--- src/rtl/periodic_timer_slot_table_unit_defines.svh ---
// Assertion macros for the timer slot table RTL.
`ifndef PERIODIC_TIMER_SLOT_TABLE_UNIT_DEFINES_SVH
`define PERIODIC_TIMER_SLOT_TABLE_UNIT_DEFINES_SVH
`ifndef SYNTHESIS
`define PTST_ASSERT(lbl, prop, msg) \
   lbl: assert property (@(posedge clock) disable iff (reset) prop) else $error(msg);
`define PTST_ASSERT_ALWAYS(lbl, prop, msg) \
   lbl: assert property (@(posedge clock) prop) else $error(msg);
`else
`define PTST_ASSERT(lbl, prop, msg)
`define PTST_ASSERT_ALWAYS(lbl, prop, msg)
`endif
`endif

--- src/rtl/ptst_pkg.sv ---
// Package with types, constants and helpers of the timer slot table.
`default_nettype none
package ptst_pkg;
   localparam int SLOT_TOTAL = 8;
   localparam int SLOT_AW = (SLOT_TOTAL > 1) ? $clog2(SLOT_TOTAL) : 1;
   localparam int PER_W = 26;
   localparam logic [PER_W-1:0] US_PER_MS = PER_W'(1000);
   localparam logic [3:0] MAX_TICKS = 4'd8;
   localparam logic [15:0] MIN_IVL_RESET = 16'd16;
   localparam logic [15:0] MAX_IVL_RESET = 16'd1000;

   localparam logic [2:0] MODE_ARM       = 3'd0;
   localparam logic [2:0] MODE_CLR_OWNER = 3'd1;
   localparam logic [2:0] MODE_CANCEL    = 3'd2;
   localparam logic [2:0] MODE_TAKE_DUE  = 3'd3;
   localparam logic [2:0] MODE_CONSUME   = 3'd4;
   localparam logic [2:0] MODE_POST_FAIL = 3'd5;

   localparam logic [7:0] CSR_MIN_IVL = 8'd0;
   localparam logic [7:0] CSR_MAX_IVL = 8'd1;

   typedef struct packed {
      logic [15:0] interval;
      logic        pending;
      logic [63:0] due;
      logic [31:0] owner;
      logic [31:0] gen;
   } slot_entry_type;

   typedef struct packed {
      logic        status;
      logic        tick_valid;
      logic [2:0]  tick_slot;
      logic [31:0] tick_gen;
      logic [31:0] owner;
      logic        last;
   } rsp_type;

   function automatic slot_entry_type kill_entry(slot_entry_type e);
      slot_entry_type k;
      k = '0;
      k.gen = e.gen + 32'd1;
      return k;
   endfunction
endpackage
`default_nettype wire

--- src/rtl/periodic_timer_slot_table_unit.sv ---
// Top level of the periodic timer slot table: sequencer around the slot RAM.
//
//  channel | direction | handshake        | payload
//  req     | in        | req_valid/stall  | mode, slot, owner, interval, time, gen, limit
//  rsp     | out       | rsp_valid/stall  | status, tick, slot, gen, owner, last
//  csr     | in        | csr_valid/ready  | index, write data
//
// Arm, consume and post failed read one slot, may update it and answer. Clear
// owner and cancel all sweep the slot RAM, reading and then updating each slot.
// Take due sweeps the slots, runs the serial 64-bit remainder on each due slot.
// Reset clears the per-slot valid bits at once; no clearing pass is needed.
// A stalled result holds the sequencer only when it has a new result to show.
`default_nettype none
`include "periodic_timer_slot_table_unit_defines.svh"
module periodic_timer_slot_table_unit (
   input  wire logic        clock,
   input  wire logic        reset,
   input  wire logic        req_valid,
   output logic             req_stall,
   input  wire logic [2:0]  req_mode,
   input  wire logic [7:0]  req_slot_index,
   input  wire logic [31:0] req_owner_id,
   input  wire logic [15:0] req_interval_ms,
   input  wire logic [63:0] req_time_us,
   input  wire logic [31:0] req_ticket_gen,
   input  wire logic [3:0]  req_tick_limit,
   output logic             rsp_valid,
   input  wire logic        rsp_stall,
   output logic             rsp_status,
   output logic             rsp_tick_valid,
   output logic [2:0]       rsp_tick_slot,
   output logic [31:0]      rsp_tick_gen,
   output logic [31:0]      rsp_owner_out,
   output logic             rsp_last,
   input  wire logic        csr_valid,
   output logic             csr_ready,
   input  wire logic [7:0]  csr_index,
   input  wire logic [15:0] csr_wdata
);
   import ptst_pkg::*;

   typedef enum logic [8:0] {
      S_IDLE = 9'b000000001,
      S_RD   = 9'b000000010,
      S_EXEC = 9'b000000100,
      S_RSP  = 9'b000001000,
      S_SRD  = 9'b000010000,
      S_SEX  = 9'b000100000,
      S_DIV  = 9'b001000000,
      S_HOLD = 9'b010000000,
      S_FIN  = 9'b100000000
   } state_type;

   localparam int EW = $bits(slot_entry_type);

   state_type        state_ff, state_in;
   logic [15:0]      min_ivl_ff, max_ivl_ff;
   logic [2:0]       mode_ff;
   logic [31:0]      owner_ff;
   logic [15:0]      ivl_ff;
   logic [63:0]      now_ff;
   logic [31:0]      gen_ff;
   logic [3:0]       limit_ff, limit_in;
   logic [SLOT_AW-1:0] idx_ff, idx_in;
   logic [3:0]       count_ff, count_in;
   logic             held_valid_ff, held_valid_in;
   logic [2:0]       held_slot_ff, held_slot_in;
   logic [31:0]      held_gen_ff, held_gen_in;
   slot_entry_type   cur_ff, cur_in;
   logic             resp_status_ff, resp_status_in;
   logic [31:0]      resp_owner_ff, resp_owner_in;
   logic [SLOT_TOTAL-1:0] valid_ff;
   logic             rd_valid_ff;
   rsp_type          out_ff, out_next;
   logic             rsp_valid_ff;

   logic             rd_en, wr_en, load_out, take_req, div_start, div_done, advance;
   logic [SLOT_AW-1:0] wr_addr;
   logic [EW-1:0]    rd_data, wr_data;
   slot_entry_type   entry, new_entry;
   logic             slot_ok, ivl_bad, out_free, last_idx, eligible;
   logic [PER_W-1:0] per_arm, per_cur, div_rem;
   logic [64:0]      arm_sum, due_sum;
   logic [63:0]      base, new_due;
   logic [7:0]       idx_ext;

   assign slot_ok  = {1'b0, req_slot_index} < 9'(SLOT_TOTAL);
   assign ivl_bad  = (req_interval_ms != 16'd0) &&
                     ((req_interval_ms < min_ivl_ff) || (req_interval_ms > max_ivl_ff));
   assign out_free = !rsp_valid_ff || !rsp_stall;
   assign last_idx = idx_ff == SLOT_AW'(SLOT_TOTAL - 1);
   assign entry    = rd_valid_ff ? slot_entry_type'(rd_data) : '0;
   assign eligible = (entry.interval != 16'd0) && !entry.pending && (now_ff >= entry.due);
   assign per_arm  = PER_W'(ivl_ff) * US_PER_MS;
   assign per_cur  = PER_W'(cur_ff.interval) * US_PER_MS;
   assign arm_sum  = {1'b0, now_ff} + 65'(per_arm);
   assign base     = now_ff - 64'(div_rem);
   assign due_sum  = {1'b0, base} + 65'(per_cur);
   assign new_due  = due_sum[64] ? '1 : due_sum[63:0];
   assign idx_ext  = 8'(idx_ff);
   assign limit_in = (req_tick_limit > MAX_TICKS) ? MAX_TICKS : req_tick_limit;

   ptst_ram #(.WIDTH(EW), .DEPTH(SLOT_TOTAL)) u_slot_ram (
      .clock   (clock),
      .wr_en   (wr_en),
      .wr_addr (wr_addr),
      .wr_data (wr_data),
      .rd_en   (rd_en),
      .rd_addr (idx_ff),
      .rd_data (rd_data)
   );

   ptst_div u_div (
      .clock     (clock),
      .reset     (reset),
      .start     (div_start),
      .dividend  (now_ff - entry.due),
      .divisor   (PER_W'(entry.interval) * US_PER_MS),
      .done      (div_done),
      .remainder (div_rem)
   );

   always_comb begin
      state_in       = state_ff;
      idx_in         = idx_ff;
      count_in       = count_ff;
      held_valid_in  = held_valid_ff;
      held_slot_in   = held_slot_ff;
      held_gen_in    = held_gen_ff;
      cur_in         = cur_ff;
      resp_status_in = resp_status_ff;
      resp_owner_in  = resp_owner_ff;
      rd_en          = 1'b0;
      wr_en          = 1'b0;
      wr_addr        = idx_ff;
      new_entry      = entry;
      div_start      = 1'b0;
      load_out       = 1'b0;
      take_req       = 1'b0;
      advance        = 1'b0;
      out_next       = '0;
      out_next.last  = 1'b1;
      unique case (state_ff)
         S_IDLE: begin
            if (req_valid) begin
               take_req       = 1'b1;
               idx_in         = '0;
               count_in       = '0;
               held_valid_in  = 1'b0;
               resp_status_in = 1'b1;
               resp_owner_in  = '0;
               unique case (req_mode)
                  MODE_ARM: begin
                     idx_in   = req_slot_index[SLOT_AW-1:0];
                     state_in = (slot_ok && !ivl_bad) ? S_RD : S_RSP;
                  end
                  MODE_CONSUME, MODE_POST_FAIL: begin
                     idx_in   = req_slot_index[SLOT_AW-1:0];
                     state_in = slot_ok ? S_RD : S_RSP;
                  end
                  MODE_CLR_OWNER, MODE_CANCEL: state_in = S_SRD;
                  MODE_TAKE_DUE: state_in = (limit_in == 4'd0) ? S_RSP : S_SRD;
                  default: state_in = S_RSP;
               endcase
            end
         end
         S_RD: begin
            rd_en    = 1'b1;
            state_in = S_EXEC;
         end
         S_EXEC: begin
            unique case (mode_ff)
               MODE_ARM: begin
                  new_entry = kill_entry(entry);
                  if ((ivl_ff != 16'd0) && !arm_sum[64]) begin
                     new_entry.owner    = owner_ff;
                     new_entry.interval = ivl_ff;
                     new_entry.due      = arm_sum[63:0];
                  end
                  wr_en          = 1'b1;
                  resp_status_in = (ivl_ff != 16'd0) && arm_sum[64];
               end
               MODE_CONSUME: begin
                  if (entry.pending && (entry.gen == gen_ff)) begin
                     new_entry.pending = 1'b0;
                     wr_en = 1'b1;
                     if (entry.interval != 16'd0) begin
                        resp_status_in = 1'b0;
                        resp_owner_in  = entry.owner;
                     end
                  end
               end
               MODE_POST_FAIL: begin
                  if (entry.gen == gen_ff) begin
                     new_entry.pending = 1'b0;
                     wr_en          = 1'b1;
                     resp_status_in = 1'b0;
                  end
               end
               default: begin
               end
            endcase
            state_in = S_RSP;
         end
         S_RSP: begin
            if (out_free) begin
               load_out        = 1'b1;
               out_next.status = resp_status_ff;
               out_next.owner  = resp_owner_ff;
               state_in        = S_IDLE;
            end
         end
         S_SRD: begin
            rd_en    = 1'b1;
            state_in = S_SEX;
         end
         S_SEX: begin
            advance = 1'b1;
            unique case (mode_ff)
               MODE_CLR_OWNER: begin
                  if ((entry.interval != 16'd0) && (entry.owner == owner_ff)) begin
                     new_entry = kill_entry(entry);
                     wr_en     = 1'b1;
                  end
               end
               MODE_CANCEL: begin
                  new_entry = kill_entry(entry);
                  wr_en     = 1'b1;
               end
               MODE_TAKE_DUE: begin
                  if (eligible) begin
                     div_start = 1'b1;
                     cur_in    = entry;
                     advance   = 1'b0;
                     state_in  = S_DIV;
                  end
               end
               default: begin
               end
            endcase
            if (advance) begin
               if (last_idx) begin
                  if (mode_ff == MODE_TAKE_DUE) begin
                     state_in = S_FIN;
                  end else begin
                     resp_status_in = 1'b0;
                     state_in       = S_RSP;
                  end
               end else begin
                  idx_in   = idx_ff + SLOT_AW'(1);
                  state_in = S_SRD;
               end
            end
         end
         S_DIV: begin
            if (div_done) begin
               new_entry         = cur_ff;
               new_entry.pending = 1'b1;
               new_entry.due     = new_due;
               wr_en             = 1'b1;
               state_in          = S_HOLD;
            end
         end
         S_HOLD: begin
            if (!held_valid_ff || out_free) begin
               if (held_valid_ff) begin
                  load_out            = 1'b1;
                  out_next.tick_valid = 1'b1;
                  out_next.tick_slot  = held_slot_ff;
                  out_next.tick_gen   = held_gen_ff;
                  out_next.last       = 1'b0;
               end
               held_valid_in = 1'b1;
               held_slot_in  = idx_ext[2:0];
               held_gen_in   = cur_ff.gen;
               count_in      = count_ff + 4'd1;
               if (((count_ff + 4'd1) == limit_ff) || last_idx) begin
                  state_in = S_FIN;
               end else begin
                  idx_in   = idx_ff + SLOT_AW'(1);
                  state_in = S_SRD;
               end
            end
         end
         S_FIN: begin
            if (out_free) begin
               load_out = 1'b1;
               if (held_valid_ff) begin
                  out_next.tick_valid = 1'b1;
                  out_next.tick_slot  = held_slot_ff;
                  out_next.tick_gen   = held_gen_ff;
               end else begin
                  out_next.status = 1'b1;
               end
               held_valid_in = 1'b0;
               state_in      = S_IDLE;
            end
         end
         default: state_in = S_IDLE;
      endcase
      wr_data = EW'(new_entry);
   end

   always_ff @(posedge clock) begin
      if (reset) begin
         state_ff      <= S_IDLE;
         min_ivl_ff    <= MIN_IVL_RESET;
         max_ivl_ff    <= MAX_IVL_RESET;
         valid_ff      <= '0;
         rd_valid_ff   <= 1'b0;
         rsp_valid_ff  <= 1'b0;
         held_valid_ff <= 1'b0;
         count_ff      <= '0;
         limit_ff      <= '0;
         idx_ff        <= '0;
      end else begin
         state_ff      <= state_in;
         held_valid_ff <= held_valid_in;
         count_ff      <= count_in;
         idx_ff        <= idx_in;
         if (take_req) begin
            limit_ff <= limit_in;
         end
         if (csr_valid) begin
            if (csr_index == CSR_MIN_IVL) begin
               min_ivl_ff <= csr_wdata;
            end else if (csr_index == CSR_MAX_IVL) begin
               max_ivl_ff <= csr_wdata;
            end
         end
         if (wr_en) begin
            valid_ff[wr_addr] <= 1'b1;
         end
         if (rd_en) begin
            rd_valid_ff <= valid_ff[idx_ff];
         end
         if (load_out) begin
            rsp_valid_ff <= 1'b1;
         end else if (!rsp_stall) begin
            rsp_valid_ff <= 1'b0;
         end
      end
      if (take_req) begin
         mode_ff  <= req_mode;
         owner_ff <= req_owner_id;
         ivl_ff   <= req_interval_ms;
         now_ff   <= req_time_us;
         gen_ff   <= req_ticket_gen;
      end
      held_slot_ff   <= held_slot_in;
      held_gen_ff    <= held_gen_in;
      cur_ff         <= cur_in;
      resp_status_ff <= resp_status_in;
      resp_owner_ff  <= resp_owner_in;
      if (load_out) begin
         out_ff <= out_next;
      end
   end

   assign req_stall      = state_ff != S_IDLE;
   assign csr_ready      = 1'b1;
   assign rsp_valid      = rsp_valid_ff;
   assign rsp_status     = out_ff.status;
   assign rsp_tick_valid = out_ff.tick_valid;
   assign rsp_tick_slot  = out_ff.tick_slot;
   assign rsp_tick_gen   = out_ff.tick_gen;
   assign rsp_owner_out  = out_ff.owner;
   assign rsp_last       = out_ff.last;

   `PTST_ASSERT_ALWAYS(a_ram_one_port, !(wr_en && rd_en), "slot RAM read and write overlap")
   `PTST_ASSERT(a_count_limit, count_ff <= limit_ff, "tick count passed the limit")
   `PTST_ASSERT(a_div_wait, div_start |=> (state_ff == S_DIV), "remainder started outside wait")
   `PTST_ASSERT(a_tick_ok, (rsp_valid && rsp_tick_valid) |-> !rsp_status, "tick with bad status")
endmodule
`default_nettype wire

--- src/rtl/ptst_ram.sv ---
// Generic single-write, single-read RAM with registered read data.
`default_nettype none
module ptst_ram #(
   parameter int WIDTH = 8,
   parameter int DEPTH = 8,
   localparam int ADDR_W = (DEPTH > 1) ? $clog2(DEPTH) : 1
) (
   input  wire logic              clock,
   input  wire logic              wr_en,
   input  wire logic [ADDR_W-1:0] wr_addr,
   input  wire logic [WIDTH-1:0]  wr_data,
   input  wire logic              rd_en,
   input  wire logic [ADDR_W-1:0] rd_addr,
   output logic      [WIDTH-1:0]  rd_data
);
   logic [WIDTH-1:0] mem_ff [DEPTH];
   logic [WIDTH-1:0] rd_data_ff;

   always_ff @(posedge clock) begin
      if (wr_en) begin
         mem_ff[wr_addr] <= wr_data;
      end
      if (rd_en) begin
         rd_data_ff <= mem_ff[rd_addr];
      end
   end

   assign rd_data = rd_data_ff;
endmodule
`default_nettype wire

--- src/rtl/ptst_div.sv ---
// Bit-serial remainder unit: 64-bit dividend by period, one bit per cycle.
`default_nettype none
module ptst_div (
   input  wire logic                      clock,
   input  wire logic                      reset,
   input  wire logic                      start,
   input  wire logic [63:0]               dividend,
   input  wire logic [ptst_pkg::PER_W-1:0] divisor,
   output logic                           done,
   output logic      [ptst_pkg::PER_W-1:0] remainder
);
   import ptst_pkg::*;

   logic [63:0]      shift_ff, shift_in;
   logic [PER_W-1:0] rem_ff, rem_in;
   logic [PER_W-1:0] dsr_ff, dsr_in;
   logic [5:0]       cnt_ff, cnt_in;
   logic             busy_ff, busy_in;
   logic             done_ff, done_in;
   logic [PER_W:0]   trial;

   always_comb begin
      shift_in = shift_ff;
      rem_in   = rem_ff;
      dsr_in   = dsr_ff;
      cnt_in   = cnt_ff;
      busy_in  = busy_ff;
      done_in  = 1'b0;
      trial    = {rem_ff, shift_ff[63]};
      if (start) begin
         shift_in = dividend;
         rem_in   = '0;
         dsr_in   = divisor;
         cnt_in   = '0;
         busy_in  = 1'b1;
      end else if (busy_ff) begin
         shift_in = {shift_ff[62:0], 1'b0};
         if (trial >= {1'b0, dsr_ff}) begin
            rem_in = PER_W'(trial - {1'b0, dsr_ff});
         end else begin
            rem_in = trial[PER_W-1:0];
         end
         cnt_in = cnt_ff + 6'd1;
         if (cnt_ff == 6'd63) begin
            busy_in = 1'b0;
            done_in = 1'b1;
         end
      end
   end

   always_ff @(posedge clock) begin
      if (reset) begin
         busy_ff <= 1'b0;
         done_ff <= 1'b0;
         cnt_ff  <= '0;
      end else begin
         busy_ff <= busy_in;
         done_ff <= done_in;
         cnt_ff  <= cnt_in;
      end
      shift_ff <= shift_in;
      rem_ff   <= rem_in;
      dsr_ff   <= dsr_in;
   end

   assign done      = done_ff;
   assign remainder = rem_ff;
endmodule
`default_nettype wire
--- config.mk ---
export PLATFORM = sky130hd
export DESIGN_NAME = periodic_timer_slot_table_unit
export DESIGN_NICKNAME = d
export VERILOG_FILES = /design/src/rtl/ptst_pkg.sv /design/src/rtl/periodic_timer_slot_table_unit.sv /design/src/rtl/ptst_ram.sv /design/src/rtl/ptst_div.sv
export VERILOG_INCLUDE_DIRS = /design/src /design/src/rtl
export SDC_FILE = /design/constraint.sdc
export NUM_CORES = 2
export LEC_CHECK = 0
export BUFFER_PORTS_ARGS = -buffer_cell sky130_fd_sc_hd__buf_2
export CORE_UTILIZATION = 44
export DETAILED_ROUTE_END_ITERATION = 10
export PLACE_DENSITY_LB_ADDON = 0.15
export RECOVER_POWER = 25
export SYNTH_ARGS = -nofsm -noshare
export SYNTH_HDL_FRONTEND = slang
export SYNTH_SLANG_ARGS = --single-unit
--- constraint.sdc ---
create_clock -name clock -period 19.5 [get_ports clock]
set_input_delay 3.9 -clock clock [delete_from_list [all_inputs] [get_ports clock]]
set_output_delay 3.9 -clock clock [all_outputs]
set_load 0.01 [all_outputs]
Yosys cells after proc, flatten, opt, wreduce, memory -nomap -nowiden
Memory sizes are Yosys's and may differ from the RTL's. A register that Yosys moved wholly into a read port is not among the register bits.
Cells that the tools add are included.
Word-level totals
  input bits: 188
  memories: 1
  word-level logic and storage cells: 253
  RAM bits: 1160
  bits in registers: 549
  output and inout bits: 73
Cells by class
  multiplexer cells: 99
  reductions and logical operators: 50
  bitwise gates (word level): 3
  magnitude comparators: 8
  multipliers: 3
  add/subtract/negate cells: 9
  equal/unequal tests: 46
Memory list
  u_slot_ram.mem_ff: words 8, width 145, rd ports 1, clocked after Yosys merged registers in 1, wr ports 1, RTL line ptst_ram.sv:16  | logic [WIDTH-1:0] mem_ff [DEPTH];
Operator list (count)
  $mux 145: 3
  $pmux 145 s3: 1
  $pmux 145 s2: 1
  $mux 64: 3
  $add 64x26->65: 2
  $mux 128: 1
  $mux 32: 4
  $mux 96: 1
  $mux 9: 10
  $mux 36: 2
  $pmux 36 s2: 1
  $pmux 9 s8: 1
  $mul 16x7->23 const B: 3
  $eq 32x32->1: 2
  $ge 64x64->1: 1
  $pmux 32 s2: 1
  $sub 64x26->64: 1
  $sub 64x64->64: 1
  $reduce_bool 16->1: 3
  $mux 1: 40
  $mux 37: 1
  $add 32x1->32 const B: 1
  $mux 16: 2
  $ge 27x26->1: 1
  other kinds (59): 131

Depth between registers and ports, before layout
  depth after elaboration: 9
  depth in mapped cells: 33
  mapped depth without buffers: 33

Hierarchy
A second synthesis with hierarchy kept.
Unflattened totals
  cell total of the unflattened synthesis: 6560
  area, all modules: 92239.7 µm²
By module, submodules not included
  ptst_ram: instances 1, cells an instance 1833, seq. area each 39187.6 µm², area an instance 47842.1 µm²
  periodic_timer_slot_table_unit: instances 1, cells an instance 4165, seq. area each 12221.7 µm², area an instance 37926.4 µm²
  ptst_div: instances 1, cells an instance 562, seq. area each 3383.2 µm², area an instance 6471.2 µm²

Least setup slack after synthesis
OpenSTA, ideal clock, no wires.
  path kind: register to register
  from: register rd_valid_ff
  to: memory u_slot_ram.mem_ff[5][0] (netlist name) (enable)
  period minus slack after synthesis: 14195 ps
  data arrival time: 13365 ps
  stages on the path, launching flop included: 19
  library setup time: 830 ps
  path buffers: 6
  slack: 5305 ps
  path through: dfxtp_1 clkbuf_1 clkbuf_1 clkbuf_1 clkbuf_1 clkbuf_1 clkbuf_1 nand2_1 ha_1 nand4_1 or2_2 nand2_1 nor4_1 nand4_1 o21ai_0 nand2b_1 nor2_1 nor3_1 nor3_1
Between the ends
  cells in the longest elaborated chain, start to end: 8
RTL lines
  from (decl): RTL line periodic_timer_slot_table_unit.sv:73  | logic rd_valid_ff;
  from (signal assigned): RTL line periodic_timer_slot_table_unit.sv:335  | rd_valid_ff <= valid_ff[idx_ff];
  $mux 145 (*): RTL line periodic_timer_slot_table_unit.sv:92  | assign entry = rd_valid_ff ? slot_entry_type'(rd_data) : '0;
  $eq 32x32->1, or another cell as far along: RTL line periodic_timer_slot_table_unit.sv:184, periodic_timer_slot_table_unit.sv:194
  $logic_and 1x1->1 (on tied branches): RTL line periodic_timer_slot_table_unit.sv:184, periodic_timer_slot_table_unit.sv:221
  $mux 1 (on tied branches): RTL line periodic_timer_slot_table_unit.sv:184, periodic_timer_slot_table_unit.sv:221
  $pmux 1 s3 / $pmux 1 s2 (equally long branches): RTL line periodic_timer_slot_table_unit.sv:172, periodic_timer_slot_table_unit.sv:219
  $pmux 1 s3 (*): RTL line periodic_timer_slot_table_unit.sv:143  | unique case (state_ff)
  $mux 1 (*): RTL line ptst_ram.sv:20  | if (wr_en) begin
  $mux 1 (not written as such) (*): RTL line ptst_ram.sv:21  | mem_ff[wr_addr] <= wr_data;
  to (decl): RTL line ptst_ram.sv:16
Mark *: on every way between the ends. The rest lies on a longest branch, timed or not.

Worst setup path in the final report
  from: register rd_valid_ff
  to: memory u_slot_ram.mem_ff[0][91] (netlist name) (enable)
The elaborated chain is that of the path after synthesis.

==> results.txt <==
# H-tree levels: 4
# DRC: 0
Nets: 7936
Arr. time, crit path: 12.41 ns
Flops & latches, synth: 1852
Ports: 261
DP Area: 0.0936 sq mm
Share of post-route cells with drive strength above 1: 8.96%
Clock share of power: 24.5%
CTS Sinks: 1852
Pre-CTS WS: 9.98 ns
Final worst path period need: 11.98 ns
Fin crit share: 61.4%
Crit path kind: reg2reg
Mapped Cells: 6969
Internal Dissipation: 9.14 mW
Grt ovf: 0
Synth cell types: 91
FMAX: 83.5 MHz
Routed WL: 268000 um
Final cell count without fillers: 10000
Largest net degree at the start of global routing: 112
Design Area, Final: 0.0998 sq mm
Syn nets: 7693
CTS buffer count: 193
Maximum ir drop on the vdd rail: 489 uV
Clk slew on worst S/H paths: 0.06 ns
Net Sw Power: 6.04 mW
Clk buf depth: 3
Gr usage total: 25.8%
Setup TNS Final: 0 ns
Die X: 452 um
Routability cong.: 0.932
RSZ-0062 raised after global routing: no
Reg power frac: 31.6%
Initial antenna violation count: 8
Area delta synth->final: 12.1%
Layout Utilization: 49.8%
Die area: 0.204 sq mm
Pins Over Slew Limit: 727
Iteration-0 DRC count of the detailed router: 6367
Worst slew pin tran: 9.06 ns
CTS-repair resized insts: 0
Vias in the first global route: 58600
Cells after DPL: 9673
Ys flop type: edfxtp_1
DR pass1 iterations: 8
Yosys top cell by area: edfxtp_1
Worst Path Max Fanout: 54
Hold violation total from the final report: 0
Core footprint: 0.200 sq mm
Post-CTS Setup Repair Bufs: 0
CTS Hold Bufs: 0
Row cnt: 164
Clk_skew: 0.0787 ns
CTS Root Cell: clkbuf_16
Post-synth top area share: 59.2%
Pwr Density: 152 mW/mm^2
Latest clock arrival within the worst-skew pair: 0.87 ns
Post-synth EDFFs: 1755
Vias per cell: 5.95
Ys async rst share: 0%
Effective utilization at floorplan: 44.4%
Die Y: 452 um
Max-Slew Margin vs Limit: -504%
Filler instances: 17400
Comb pwr share: 43.9%
FF+latch area: 0.0546 sq mm
Worst setup EP type: flop
WL/cell: 26.8 um
Run status: finished with violations
Data required, critical path: 19.93 ns
Sequential area share after synthesis: 61.4%
Final setup fails: 0
Worst Setup Slack, final: 7.52 ns
Synth top area cells: edfxtp_1, a22oi_1, ha_1, fa_1, xnor2_1
Mapped cell area: 0.0891 sq mm
Port Buffer Count: 259
Footprint of the multi-input gates: 0.0317 sq mm
Failing checks: max-capacitance violations, max-slew violations
Switch share: 39.8%
CTS tree: done
Leakage power: 35.2 nW
Crit start category: flop
First-pass GRT wire length: 392000 um
Synthesized area per cell: 12.8 sq um
DRT antenna net count: 0
Max Cap Viol: 14
Hold Crit Class: reg2reg
Yosys warns: 0
Vias: 59700
HPWL Detailed: 169000 um
-- cells in the final DEF, fill, tap and decap left out, drive strengths merged, types with 77 or more instances in the layout --
cell / n
a21o: 104
a21oi: 304
a22oi: 659
and2: 103
buf: 303
clkbuf: 304
dfxtp: 97
edfxtp: 1755
fa: 167
ha: 369
inv: 467
nand2: 476
nand3: 107
nand4: 204
nor2: 427
nor3: 77
o21ai: 285
xnor2: 235
xor2: 128
-- flip-flops by register name (all words and copies together) (netlist names), 6 cells and up --
register / count
owner_ff: 32
u_div.dsr_ff: 21
min_ivl_ff: 16
rsp_tick_gen: 32
gen_ff: 32
u_div.cnt_ff: 6
valid_ff: 8
max_ivl_ff: 16
resp_owner_ff: 32
u_div.shift_ff: 64
u_slot_ram.mem_ff: 1160
state_ff: 9
u_slot_ram.rd_data: 145
ivl_ff: 16
held_gen_ff: 32
cur_ff: 80
now_ff: 64
u_div.remainder: 26
rsp_owner_out: 32
-- cell usage after synthesis (45+ instances only) --
| master | instances |
|---|---|
| edfxtp_1 | 1755 |
| a22oi_1 | 659 |
| nand2_1 | 475 |
| inv_1 | 457 |
| nor2_1 | 427 |
| ha_1 | 369 |
| a21oi_1 | 303 |
| o21ai_0 | 280 |
| clkbuf_1 | 273 |
| xnor2_1 | 235 |
| nand4_1 | 203 |
| fa_1 | 167 |
| xor2_1 | 128 |
| nand3_1 | 107 |
| a21o_1 | 103 |
| and2_1 | 102 |
| dfxtp_1 | 97 |
| nor3_1 | 75 |
| nor4_1 | 46 |
| mux2i_1 | 45 |
| nand2b_1 | 45 |
| nor2b_1 | 45 |
-- path summary, 6_finish.rpt --
check / from / to / slack, ns / cells after the start
hold / removal: cur_ff[8] / held_gen_ff[8] / 0.46 / 0
setup reg to reg: rd_valid_ff / u_slot_ram.mem_ff[0][91] / 7.52 / 17
hold reg to reg: cur_ff[8] / held_gen_ff[8] / 0.46 / 0
setup / recovery: rd_valid_ff / u_slot_ram.mem_ff[0][91] / 7.52 / 17
-- cell families (layout without fill, tap and decap cells) --
family	Yosys count	after routing	synth area share (%)
other	1	3	0.00421
muxes	47	47	0.531
xor gates and xnor gates	363	363	3.57
AOI/OAI and AO/OA	1695	1695	12.8
adders and majority gates	536	536	8.94
buffers and inverters	770	1176	3.28
and+or+nand+nor	1705	1705	9.47
DFF	1852	1852	61.4
-- critical path: stages, from the launching register on --
cell      delay [ns]
dfxtp_1         1.75
clkbuf_1        2.12
nand2_1         0.75
ha_1            0.48
nand4_1         0.07
or2_0           1.04
nand2_1         0.10
nor4_1          0.43
nand4_1         0.60
o21ai_0         0.34
nand2b_1        0.09
nor2_1          0.43
nor3_2          0.09
buf_4           0.22
nor2b_4         0.53
buf_4           0.89
buf_4           0.77
buf_4           0.75
-- metal layers --
layer	up-vias	wire, um	GRT usage [%]
li1	26700	-	-
met4	2	6720	6.82
met3	354	20200	4.35
met1	30300	115000	36.1
met5	-	11	0
met2	2292	126000	41.8
-- metrics by stage --
step                      hold WS [ns]  total power, mW
after floorplan                  0.426             9.22
after global placement           0.447             11.4
after detailed placement         0.443             11.4
after CTS                        0.457             15.1
after global routing             0.466             15.9
final                            0.459             15.2
-- power by group through the flow --
stage          registers [mW]  logic, mW  clock network, mW
2_1_floorplan            4.74       4.48                  0
3_3_place_gp             4.85       6.53                  0
3_5_place_dp             4.85       6.54                  0
4_1_cts                  4.77       6.59               3.78
5_1_grt                  4.80       7.19               3.93
6_report                 4.79       6.66               3.72
-- final cells by class --
class,instances,share of cell area [%]
flip-flops and latches,1852,54.7
multi-input cells,4347,31.7
clock inverters,110,1.30
repair buffers,359,2.06
clock buffers,248,5.11
diodes,2,0.00501
well taps,2656,3.33
inverters,459,1.73
Power figures use the tool's default switching activity.
